==> config.mk <==
export PLATFORM = sky130hd
export DESIGN_NAME = keypad_password_lock
export DESIGN_NICKNAME = d
export VERILOG_FILES = /design/src/rtl/kpl_pkg.sv /design/src/rtl/kpl_decode.sv /design/src/rtl/kpl_core.sv /design/src/rtl/keypad_password_lock.sv
export VERILOG_INCLUDE_DIRS = /design/src /design/src/rtl
export SDC_FILE = /design/constraint.sdc
export NUM_CORES = 1
export LEC_CHECK = 0
export BUFFER_PORTS_ARGS = -buffer_cell sky130_fd_sc_hd__buf_2
export CAP_MARGIN = 20
export CORE_MARGIN = 3
export CORE_UTILIZATION = 60
export DETAILED_ROUTE_END_ITERATION = 16
export GPL_ROUTABILITY_DRIVEN = 0
export PLACE_DENSITY = 0.8
export REMOVE_ABC_BUFFERS = 1
export SETUP_SLACK_MARGIN = 0.4
export SYNTH_ARGS = -nofsm -noshare
export SYNTH_HDL_FRONTEND = slang
export SYNTH_SLANG_ARGS = --single-unit
==> constraint.sdc <==
create_clock -name clk_i -period 7.1 [get_ports clk_i]
set_input_delay 0.71 -clock clk_i [delete_from_list [all_inputs] [get_ports clk_i]]
set_output_delay 0.71 -clock clk_i [all_outputs]
set_load 0.005 [all_outputs]
==> src/rtl/keypad_password_lock_defines.svh <==
// Assertion macros for the keypad password lock.
// Used by the top level only; expects clk_i and rst_ni in scope.
`ifndef KEYPAD_PASSWORD_LOCK_DEFINES_SVH
`define KEYPAD_PASSWORD_LOCK_DEFINES_SVH

// Plain property checked on every clock edge outside of reset.
`define KPL_ASSERT(name, prop) \
  name: assert property (@(posedge clk_i) disable iff (!rst_ni) (prop)) \
    else $error("keypad password lock: assertion failed");

// Implication checked in the same cycle.
`define KPL_ASSERT_IMPLY(name, ante, cons) \
  name: assert property (@(posedge clk_i) disable iff (!rst_ni) (ante) |-> (cons)) \
    else $error("keypad password lock: implication failed");

`endif

==> src/rtl/kpl_pkg.sv <==
// Shared types, constants and tables for the keypad password lock.
// No dependencies; every module of the design imports this package.
package kpl_pkg;

  localparam int CodeLength = 6;
  localparam int IdxW       = (CodeLength > 1) ? $clog2(CodeLength) : 1;
  localparam int PosW       = $clog2(CodeLength + 1);
  localparam int NumKeys    = 16;
  localparam int KeyW       = 4;

  localparam logic [KeyW-1:0] KEY_HASH = 4'd0;
  localparam logic [KeyW-1:0] KEY_STAR = 4'd1;

  localparam logic CFG_MAX_FAILURES = 1'b0;
  localparam logic CFG_LONG_PRESS   = 1'b1;

  localparam logic [3:0]  MAX_FAILURES_RST = 4'd3;
  localparam logic [15:0] LONG_PRESS_RST   = 16'd5;
  localparam logic [2:0]  EXP_MAX          = 3'd7;

  typedef enum logic [3:0] {
    EV_STORED  = 4'd0,
    EV_DELETED = 4'd1,
    EV_GRANTED = 4'd2,
    EV_DENIED  = 4'd3,
    EV_LOCKOUT = 4'd4,
    EV_CHANGE  = 4'd5,
    EV_OLD_OK  = 4'd6,
    EV_OLD_BAD = 4'd7,
    EV_UPDATED = 4'd8,
    EV_IGNORED = 4'd9
  } kpl_event_e;

  typedef struct packed {
    logic [7:0]  raw_scan;
    logic [15:0] hold_count;
  } kpl_in_t;

  typedef struct packed {
    logic [3:0] event_code;
    logic [2:0] entry_position;
    logic [2:0] lockout_shift;
    logic       change_requested;
  } kpl_out_t;

  typedef struct packed {
    logic [3:0]  max_failures;
    logic [15:0] long_press_threshold;
  } kpl_cfg_t;

  typedef struct packed {
    logic            hit;
    logic [KeyW-1:0] idx;
  } kpl_key_t;

  // Active-low row/column scan byte of each key, by key index.
  function automatic logic [7:0] scan_code(input logic [KeyW-1:0] k);
    logic [7:0] c;
    unique case (k)
      4'd0:    c = 8'hEE;
      4'd1:    c = 8'hED;
      4'd2:    c = 8'hEB;
      4'd3:    c = 8'hE7;
      4'd4:    c = 8'hDE;
      4'd5:    c = 8'hDD;
      4'd6:    c = 8'hDB;
      4'd7:    c = 8'hD7;
      4'd8:    c = 8'hBE;
      4'd9:    c = 8'hBD;
      4'd10:   c = 8'hBB;
      4'd11:   c = 8'hB7;
      4'd12:   c = 8'h7E;
      4'd13:   c = 8'h7D;
      4'd14:   c = 8'h7B;
      default: c = 8'h77;
    endcase
    return c;
  endfunction

  // Factory password, repeated when the code is longer than six symbols.
  function automatic logic [KeyW-1:0] default_code(input int k);
    logic [KeyW-1:0] c;
    unique case (k % 6)
      0:       c = 4'd15;
      1:       c = 4'd14;
      2:       c = 4'd13;
      3:       c = 4'd11;
      4:       c = 4'd10;
      default: c = 4'd9;
    endcase
    return c;
  endfunction

endpackage

==> src/rtl/kpl_decode.sv <==
// Scan byte decoder: maps the raw keypad scan byte to a key index.
// Depends on kpl_pkg for the scan code table.
module kpl_decode import kpl_pkg::*; (
  input  logic [7:0] raw_scan_i,
  output kpl_key_t   key_o
);

  always_comb begin
    key_o = '0;
    for (int k = 0; k < NumKeys; k++) begin
      if (raw_scan_i == scan_code(KeyW'(k))) begin
        key_o.hit = 1'b1;
        key_o.idx = KeyW'(k);
      end
    end
  end

endmodule

==> src/rtl/kpl_core.sv <==
// Lock state and the single-pass next-state logic for one key item.
// Depends on kpl_pkg and kpl_decode.
module kpl_core import kpl_pkg::*; (
  input  logic     clk_i,
  input  logic     rst_ni,
  input  logic     advance_i,
  input  kpl_in_t  item_i,
  input  kpl_cfg_t cfg_i,
  output kpl_out_t res_o
);

  typedef enum logic [1:0] {
    MODE_NORMAL = 2'd0,
    MODE_VERIFY = 2'd1,
    MODE_NEW    = 2'd2
  } mode_e;

  kpl_key_t        key;
  logic [KeyW-1:0] buf_q   [CodeLength];
  logic [KeyW-1:0] pwd_q   [CodeLength];
  logic [KeyW-1:0] cmp_buf [CodeLength];
  logic [PosW-1:0] pos_q, pos_d;
  logic            pend_q, pend_d;
  logic            flag_q, flag_d;
  mode_e           mode_q, mode_d;
  logic [3:0]      fail_q, fail_d, fail_inc;
  logic [2:0]      exp_q, exp_d;
  logic            wr_en, do_check, match, mode_normal;
  kpl_event_e      ev;

  kpl_decode u_decode (
    .raw_scan_i(item_i.raw_scan),
    .key_o     (key)
  );

  // Buffer as it stands after this item's symbol is written.
  always_comb begin
    match = 1'b1;
    for (int k = 0; k < CodeLength; k++) begin
      cmp_buf[k] = (wr_en && pos_q[IdxW-1:0] == IdxW'(k)) ? key.idx : buf_q[k];
      if (cmp_buf[k] != pwd_q[k]) begin
        match = 1'b0;
      end
    end
  end

  assign fail_inc    = fail_q + 4'd1;
  assign mode_normal = (mode_q != MODE_VERIFY) && (mode_q != MODE_NEW);

  always_comb begin
    pos_d    = pos_q;
    pend_d   = pend_q;
    flag_d   = flag_q;
    mode_d   = mode_q;
    fail_d   = fail_q;
    exp_d    = exp_q;
    wr_en    = 1'b0;
    do_check = 1'b0;
    ev       = EV_IGNORED;
    if (key.hit) begin
      if (item_i.hold_count >= cfg_i.long_press_threshold) begin
        flag_d = 1'b1;
      end
      if (key.idx == KEY_STAR) begin
        if (pos_q != '0) begin
          pos_d = pos_q - PosW'(1);
          ev    = EV_DELETED;
        end
      end else if (key.idx == KEY_HASH) begin
        if (flag_d && mode_normal) begin
          mode_d = MODE_VERIFY;
          pos_d  = '0;
          ev     = EV_CHANGE;
        end else begin
          pend_d   = 1'b1;
          do_check = (pos_q == PosW'(CodeLength));
        end
      end else if (pos_q < PosW'(CodeLength)) begin
        wr_en    = 1'b1;
        pos_d    = pos_q + PosW'(1);
        ev       = EV_STORED;
        do_check = pend_q && (pos_d == PosW'(CodeLength));
      end
    end

    if (do_check) begin
      pend_d = 1'b0;
      pos_d  = '0;
      unique case (mode_q)
        MODE_NEW: begin
          mode_d = MODE_NORMAL;
          flag_d = 1'b0;
          ev     = EV_UPDATED;
        end
        MODE_VERIFY: begin
          if (match) begin
            mode_d = MODE_NEW;
            ev     = EV_OLD_OK;
          end else begin
            mode_d = MODE_NORMAL;
            flag_d = 1'b0;
            ev     = EV_OLD_BAD;
          end
        end
        default: begin
          if (flag_d) begin
            ev = match ? EV_OLD_OK : EV_OLD_BAD;
          end else if (match) begin
            ev = EV_GRANTED;
          end else if (fail_inc >= cfg_i.max_failures) begin
            fail_d = '0;
            exp_d  = (exp_q != EXP_MAX) ? exp_q + 3'd1 : exp_q;
            ev     = EV_LOCKOUT;
          end else begin
            fail_d = fail_inc;
            ev     = EV_DENIED;
          end
        end
      endcase
    end
  end

  assign res_o.event_code       = 4'(ev);
  assign res_o.entry_position   = 3'(pos_d);
  assign res_o.lockout_shift    = exp_d;
  assign res_o.change_requested = flag_d;

  always_ff @(posedge clk_i or negedge rst_ni) begin
    if (!rst_ni) begin
      pos_q  <= '0;
      pend_q <= 1'b0;
      flag_q <= 1'b0;
      mode_q <= MODE_NORMAL;
      fail_q <= '0;
      exp_q  <= '0;
      for (int k = 0; k < CodeLength; k++) begin
        pwd_q[k] <= default_code(k);
      end
    end else if (advance_i) begin
      pos_q  <= pos_d;
      pend_q <= pend_d;
      flag_q <= flag_d;
      mode_q <= mode_d;
      fail_q <= fail_d;
      exp_q  <= exp_d;
      if (do_check && mode_q == MODE_NEW) begin
        for (int k = 0; k < CodeLength; k++) begin
          pwd_q[k] <= cmp_buf[k];
        end
      end
    end
  end

  // Entry buffer holds no reset value; entries are read only once all are written.
  always_ff @(posedge clk_i) begin
    if (advance_i && wr_en) begin
      buf_q[pos_q[IdxW-1:0]] <= key.idx;
    end
  end

endmodule

==> src/rtl/keypad_password_lock.sv <==
// Top level of the keypad password lock: input register, configuration
// registers, result register. Depends on kpl_pkg, kpl_core and the defines header.
//
//   Channel   Direction  Handshake               Payload
//   in        input      in_valid_i/in_stall_o   in_data_i  (kpl_in_t)
//   out       output     out_valid_o/out_stall_i out_data_o (kpl_out_t)
//   cfg       input      cfg_we_i                cfg_addr_i, cfg_wdata_i
//
// One item per cycle when the output does not stall: an item waits in the input
// register, then is decoded and applied to the lock state as its result is registered.
// The input register refills in the same cycle it drains, so throughput is one
// item per clock when the output side does not stall.
// Reset restores the factory password, clears all counters and flags, and
// loads the configuration defaults. A stalled output holds its result and the
// input stalls only while a waiting item cannot move into the result register.
`include "keypad_password_lock_defines.svh"

module keypad_password_lock import kpl_pkg::*; (
  input  logic        clk_i,
  input  logic        rst_ni,
  input  logic        in_valid_i,
  output logic        in_stall_o,
  input  kpl_in_t     in_data_i,
  output logic        out_valid_o,
  input  logic        out_stall_i,
  output kpl_out_t    out_data_o,
  input  logic        cfg_we_i,
  input  logic        cfg_addr_i,
  input  logic [15:0] cfg_wdata_i
);

  kpl_in_t  in_q;
  logic     in_valid_q;
  kpl_out_t out_q;
  logic     out_valid_q;
  kpl_cfg_t cfg_q;
  kpl_out_t res;
  logic     advance;

  assign advance    = in_valid_q && (!out_valid_q || !out_stall_i);
  assign in_stall_o = in_valid_q && !advance;

  kpl_core u_core (
    .clk_i    (clk_i),
    .rst_ni   (rst_ni),
    .advance_i(advance),
    .item_i   (in_q),
    .cfg_i    (cfg_q),
    .res_o    (res)
  );

  always_ff @(posedge clk_i or negedge rst_ni) begin
    if (!rst_ni) begin
      in_valid_q  <= 1'b0;
      out_valid_q <= 1'b0;
      cfg_q.max_failures         <= MAX_FAILURES_RST;
      cfg_q.long_press_threshold <= LONG_PRESS_RST;
    end else begin
      if (in_valid_i && !in_stall_o) begin
        in_valid_q <= 1'b1;
      end else if (advance) begin
        in_valid_q <= 1'b0;
      end
      if (advance) begin
        out_valid_q <= 1'b1;
      end else if (!out_stall_i) begin
        out_valid_q <= 1'b0;
      end
      if (cfg_we_i) begin
        unique case (cfg_addr_i)
          CFG_MAX_FAILURES: cfg_q.max_failures         <= cfg_wdata_i[3:0];
          CFG_LONG_PRESS:   cfg_q.long_press_threshold <= cfg_wdata_i;
          default:          ;
        endcase
      end
    end
  end

  always_ff @(posedge clk_i) begin
    if (in_valid_i && !in_stall_o) begin
      in_q <= in_data_i;
    end
    if (advance) begin
      out_q <= res;
    end
  end

  assign out_valid_o = out_valid_q;
  assign out_data_o  = out_q;

  // The input side stalls only behind a stalled, full result register.
  `KPL_ASSERT_IMPLY(a_stall_cause, in_stall_o, out_valid_o && out_stall_i)
  // A grant, a denial or a password update always resets the entry position.
  `KPL_ASSERT_IMPLY(a_check_clears, out_valid_o && (out_data_o.event_code == EV_GRANTED
    || out_data_o.event_code == EV_DENIED || out_data_o.event_code == EV_UPDATED),
    out_data_o.entry_position == '0)
  // A lockout leaves a nonzero wait exponent.
  `KPL_ASSERT_IMPLY(a_lockout_shift, out_valid_o && out_data_o.event_code == EV_LOCKOUT,
    out_data_o.lockout_shift != '0)
  // A result is loaded only from a waiting item.
  `KPL_ASSERT_IMPLY(a_result_source, $rose(out_valid_o), $past(in_valid_q))

endmodule
==> flow_summary.html <==
<table>
<tr><th>Metric</th><th>Value</th></tr>
<tr><th colspan="2">Timing</th></tr>
<tr><td>Maximum clock frequency</td><td>0.234 GHz</td></tr>
<tr><td>Count of final setup violators</td><td>0</td></tr>
<tr><td>Post-Route Hold Slack</td><td>342 ps</td></tr>
<tr><td>Final worst setup slack</td><td>2830 ps</td></tr>
<tr><td>Total count of max-transition violations in the final report</td><td>0</td></tr>
<tr><td>Actual transition at the worst max-transition pin</td><td>992 ps</td></tr>
<tr><td>Post-route clock period utilization</td><td>60.1%</td></tr>
<tr><td>RSZ-0062 raised after global routing</td><td>no</td></tr>
<tr><td>TNS Setup</td><td>0 ps</td></tr>
<tr><td>Final critical delay including setup and external delays</td><td>4270 ps</td></tr>
<tr><td>Relative max-transition margin</td><td>32.2%</td></tr>
<tr><td>Final-report hold violation count</td><td>0</td></tr>
<tr><td>Worst setup skew after layout</td><td>6.26 ps</td></tr>
<tr><th colspan="2">Global route</th></tr>
<tr><td>Largest net degree at the start of global routing</td><td>61</td></tr>
<tr><td>GRT Util Overall</td><td>27.4%</td></tr>
<tr><td>Overflow after GRT</td><td>0</td></tr>
<tr><td>Global-route wire length before repair</td><td>25000 um</td></tr>
<tr><td>Vias in the first global route</td><td>5040</td></tr>
<tr><td>Number of antenna violations at the first check in global routing</td><td>0</td></tr>
<tr><th colspan="2">Synthesis</th></tr>
<tr><td>Distinct cell type count after synthesis</td><td>67</td></tr>
<tr><td>Primary flip-flop cell chosen by synthesis mapping</td><td>sky130_fd_sc_hd__edfxtp_1</td></tr>
<tr><td>Flip-flop and latch count after synthesis</td><td>119</td></tr>
<tr><td>Mean instance size in the synthesized netlist</td><td>10.8 um^2</td></tr>
<tr><td>Instance count of the mapped netlist</td><td>600</td></tr>
<tr><td>Post-synth EDFFs</td><td>59</td></tr>
<tr><td>Number of warnings reported in the yosys synthesis log</td><td>0</td></tr>
<tr><td>Proportion of synthesized flip-flops having asynchronous set or reset</td><td>50.4%</td></tr>
<tr><td>Proportion of synthesized chip area in sequential cells</td><td>50.8%</td></tr>
<tr><td>Netlist Area Pre-Place</td><td>6500 um^2</td></tr>
<tr><th colspan="2">Placed design</th></tr>
<tr><td>Count of buffers inserted at the top-level ports</td><td>58</td></tr>
<tr><td>Setup slack at placement</td><td>2900 ps</td></tr>
<tr><td>Detailed-placement wirelength estimate</td><td>10700 um</td></tr>
<tr><th colspan="2">Setup path</th></tr>
<tr><td>Cell type of the slowest stage on the worst timing path</td><td>sky130_fd_sc_hd__nor3_2</td></tr>
<tr><td>Req. time, crit path</td><td>7390 ps</td></tr>
<tr><td>Startpoint type of the worst setup path</td><td>flop</td></tr>
<tr><td>Cell breakdown of the critical path</td><td>xnor2_1 &gt; o21ai_1 &gt; o21ai_1 &gt; clkinv_1 &gt; xnor2_1 &gt; a21oi_1 &gt; a2111oi_4 &gt; nand4_1 &gt; nor3_2 &gt; nor3_2 &gt; mux2_4</td></tr>
<tr><td>Largest driver fanout on the critical path</td><td>12</td></tr>
<tr><td>Flop-to-flop setup slack</td><td>2830 ps</td></tr>
<tr><td>Crit path kind</td><td>reg2reg</td></tr>
<tr><td>Largest stage delay, worst path</td><td>730 ps</td></tr>
<tr><td>Reg-to-reg endpoint</td><td>out_data_o[2]$_DFFE_PP_</td></tr>
<tr><td>Timing startpoint of the critical path</td><td>in_q[19]$_DFFE_PP_</td></tr>
<tr><td>Crit. End Element</td><td>flop</td></tr>
<tr><td>Worst reg2reg startpoint</td><td>in_q[19]$_DFFE_PP_</td></tr>
<tr><td>Worst-case reg-to-reg path depth</td><td>11</td></tr>
<tr><td>Arrival time of data at the critical path endpoint</td><td>4560 ps</td></tr>
<tr><td>Worst setup endpoint</td><td>out_data_o[2]$_DFFE_PP_</td></tr>
<tr><th colspan="2">Floorplanning</th></tr>
<tr><td>Floorplan row count</td><td>37</td></tr>
<tr><td>Placeable core region</td><td>10400 um^2</td></tr>
<tr><td>I/O pin count</td><td>59</td></tr>
<tr><td>Effective utilization at floorplan</td><td>62.4%</td></tr>
<tr><td>Die area</td><td>12100 um^2</td></tr>
<tr><td>DIE HEIGHT</td><td>110 um</td></tr>
<tr><td>Die Span X</td><td>110 um</td></tr>
<tr><th colspan="2">Routing</th></tr>
<tr><td>Routed length on met1</td><td>5970 um</td></tr>
<tr><td>Met2 wirelength from detailed routing</td><td>7570 um</td></tr>
<tr><td>Wire length per cell after detailed routing</td><td>19.0 um</td></tr>
<tr><td>Number of antenna-violating nets in the routed design</td><td>0</td></tr>
<tr><td>Uppermost routed layer</td><td>met4</td></tr>
<tr><td>Routed length on met3</td><td>1350 um</td></tr>
<tr><td>Detail-routed via count per cell</td><td>6.18</td></tr>
<tr><td>Detailed-route via count</td><td>4999</td></tr>
<tr><td>Initial DRC count</td><td>421</td></tr>
<tr><td>Drt pass-1 iters</td><td>5</td></tr>
<tr><td>DRC errors left</td><td>0</td></tr>
<tr><td>Wire length after detailed routing</td><td>15400 um</td></tr>
<tr><th colspan="2">Power and ir drop</th></tr>
<tr><td>Gate power share</td><td>18.2%</td></tr>
<tr><td>Part of the power in registers</td><td>41.9%</td></tr>
<tr><td>Clock Power Share</td><td>39.9%</td></tr>
<tr><td>Peak ir drop on the vdd network</td><td>0.242 mV</td></tr>
<tr><td>Internal power component</td><td>1.52 mW</td></tr>
<tr><td>Pwr Density</td><td>289 nW/um^2</td></tr>
<tr><td>Switching pwr</td><td>0.638 mW</td></tr>
<tr><td>Switching portion of total power</td><td>29.5%</td></tr>
<tr><td>Leakage power</td><td>3.10 nW</td></tr>
<tr><th colspan="2">Finish</th></tr>
<tr><td>Commonest cells after routing, fill and taps aside</td><td>59 x sky130_fd_sc_hd__edfxtp_1, 58 x sky130_fd_sc_hd__buf_2, 53 x sky130_fd_sc_hd__nand2_1</td></tr>
<tr><td>Final Net Count</td><td>737</td></tr>
<tr><td>Count of filler cells inserted in the layout</td><td>729</td></tr>
<tr><td>Area used by sequential logic in the layout</td><td>3300 um^2</td></tr>
<tr><td>Fraction of final layout cells sized beyond drive strength 1</td><td>22.7%</td></tr>
<tr><td>Commonest non-fill, non-tap cell in the layout</td><td>sky130_fd_sc_hd__edfxtp_1</td></tr>
<tr><td>Diode count</td><td>0</td></tr>
<tr><td>Synth-to-Final Area Change</td><td>15.3%</td></tr>
<tr><td>Total area of multi-input combinational cells</td><td>2920 um^2</td></tr>
<tr><th colspan="2">Clock network</th></tr>
<tr><td>CTS tree</td><td>yes</td></tr>
<tr><td>Post-cts hold buffer count</td><td>0</td></tr>
<tr><td>Resized Gates After CTS</td><td>0</td></tr>
<tr><td>Post-CTS repair timing setup buffer count</td><td>0</td></tr>
<tr><td>Num Clock Sinks</td><td>119</td></tr>
<tr><td>Maximum buffer depth of the clock tree</td><td>2</td></tr>
<tr><td>CTS Root Cell</td><td>sky130_fd_sc_hd__clkbuf_8</td></tr>
<tr><td>Insertion delay of the later-clocked pin in the worst-skew pair</td><td>540 ps</td></tr>
<tr><td>Clock transition at the register clock pins on the worst setup and hold paths after CTS</td><td>60 ps</td></tr>
<tr><td>Total number of H-tree levels</td><td>4</td></tr>
<tr><td>Clock buffers created by TritonCTS</td><td>17</td></tr>
<tr><th colspan="2">Status</th></tr>
<tr><td>Status</td><td>complete, no violations</td></tr>
<tr><th colspan="2">Worst hold path</th></tr>
<tr><td>Cells on Worst Hold Path</td><td>1</td></tr>
<tr><td>Worst hold path class</td><td>in2reg</td></tr>
<tr><th colspan="2">Flow run</th></tr>
<tr><td>Maximum capacitance violations</td><td>0</td></tr>
</table>
-- cell families (layout without fill, tap and decap cells) --
kind of cell | after synthesis | in the layout | share of synthesized area, %
buf+inv | 65 | 138 | 4.27
compound gates | 156 | 156 | 15.7
mux | 39 | 39 | 6.60
simple gates | 167 | 167 | 13.6
fa+ha+maj | 31 | 31 | 5.97
xor+xnor | 23 | 23 | 3.10
flops | 119 | 119 | 50.8
-- area by class of cell --
class,count,area share (%)
clock buffer,18,5.58
clock inverter,14,2.37
inverter,44,2.20
multi-input combinational,416,39.0
sequential,119,44.0
tap,136,2.27
timing repair buffer,62,4.54
-- power groups by stage --
stage	Combinational (mW)	Clock [mW]	Sequential [mW]
floorplan	0.273	0	0.891
global placement	0.364	0	0.910
detailed placement	0.381	0	0.916
CTS	0.387	0.871	0.905
global route	0.441	0.900	0.916
finish	0.393	0.863	0.906
-- worst min path at each step --
stage / startpoint / endpoint / slack (ps)
after floorplan: rst_ni / cfg_q[10]$_DFFE_PN0P_ / 410
after detailed placement: u_core.exp_q[2]$_DFFE_PN0P_ / u_core.exp_q[2]$_DFFE_PN0P_ / 470
after CTS: in_data_i[5] / in_q[5]$_DFFE_PP_ / 320
after global routing: in_data_i[17] / in_q[17]$_DFFE_PP_ / 330
after global placement: u_core.exp_q[2]$_DFFE_PN0P_ / u_core.exp_q[2]$_DFFE_PN0P_ / 470
final: in_data_i[5] / in_q[5]$_DFFE_PP_ / 340
-- registers in the layout, summed over array words and instances, names as in the netlist --
register / cells
u_core.pwd_q: 24
u_core.fail_q: 4
out_valid_o: 1
u_core.pend_q: 1
u_core.mode_q: 2
u_core.exp_q: 3
cfg_q: 20
u_core.pos_q: 3
in_valid_q: 1
u_core.buf_q: 24
in_q: 24
u_core.flag_q: 1
out_data_o: 11
-- metal layers --
layer  track usage [%]  up-vias
met1              33.1     2405
met3              7.75       39
met2              45.3      228
met4              13.1        0
met5                 0        -
li1                  -     2327
-- synth_stat cells, drive strengths merged, types with 3 or more instances --
master    n  share of area [%]
and4b     3               0.46
buf       7               0.90
nand2    53                3.1
o21ai    47                3.6
inv      42                2.4
nand3     7               0.54
a31oi     5               0.48
ha       31                6.0
a21oi    33                2.6
and2      4               0.42
nor2b     8               0.77
clkbuf   14               0.83
mux2     25                4.4
nor3     10               0.92
nor2     33                1.9
nand4b    4               0.77
mux2i    14                2.2
a211oi   11                1.3
or3       3               0.29
nand4     7               0.67
a21o      9                1.0
dfstp    21                8.5
o22ai     6               0.58
dfrtp    39                 15
o211ai    7               0.89
o21a      4               0.46
a2111oi   6                1.1
nor4      5               0.48
a221oi    4               0.54
a22o      4               0.54
a22oi     4               0.46
and3      6               0.65
nand2b   13                1.3
edfxtp   59                 27
o31ai     5               0.58
nor3b     4               0.46
xnor2    13                1.8
xor2     10                1.3
-- per-stage QoR --
step	area [um^2]	power, mW	util [%]	std cells
finish	7490	2.16	71.9	809
global route	7490	2.26	71.9	809
CTS	7470	2.16	71.7	808
detailed placement	6870	1.30	66.0	776
global placement	6870	1.27	66.0	776
floorplan	6390	1.16	-	579
-- critical path: cells and delay by family (launching register included) --
kind	cells	cell delay (ps)
XOR/XNOR	2	540
AND/OR/NAND/NOR	3	1030
buffers and inverters	1	470
multiplexers	1	330
AO/OA/AOI/OAI	4	1140
flip-flops	1	500
Note: power is estimated with default switching activity, not from simulation.
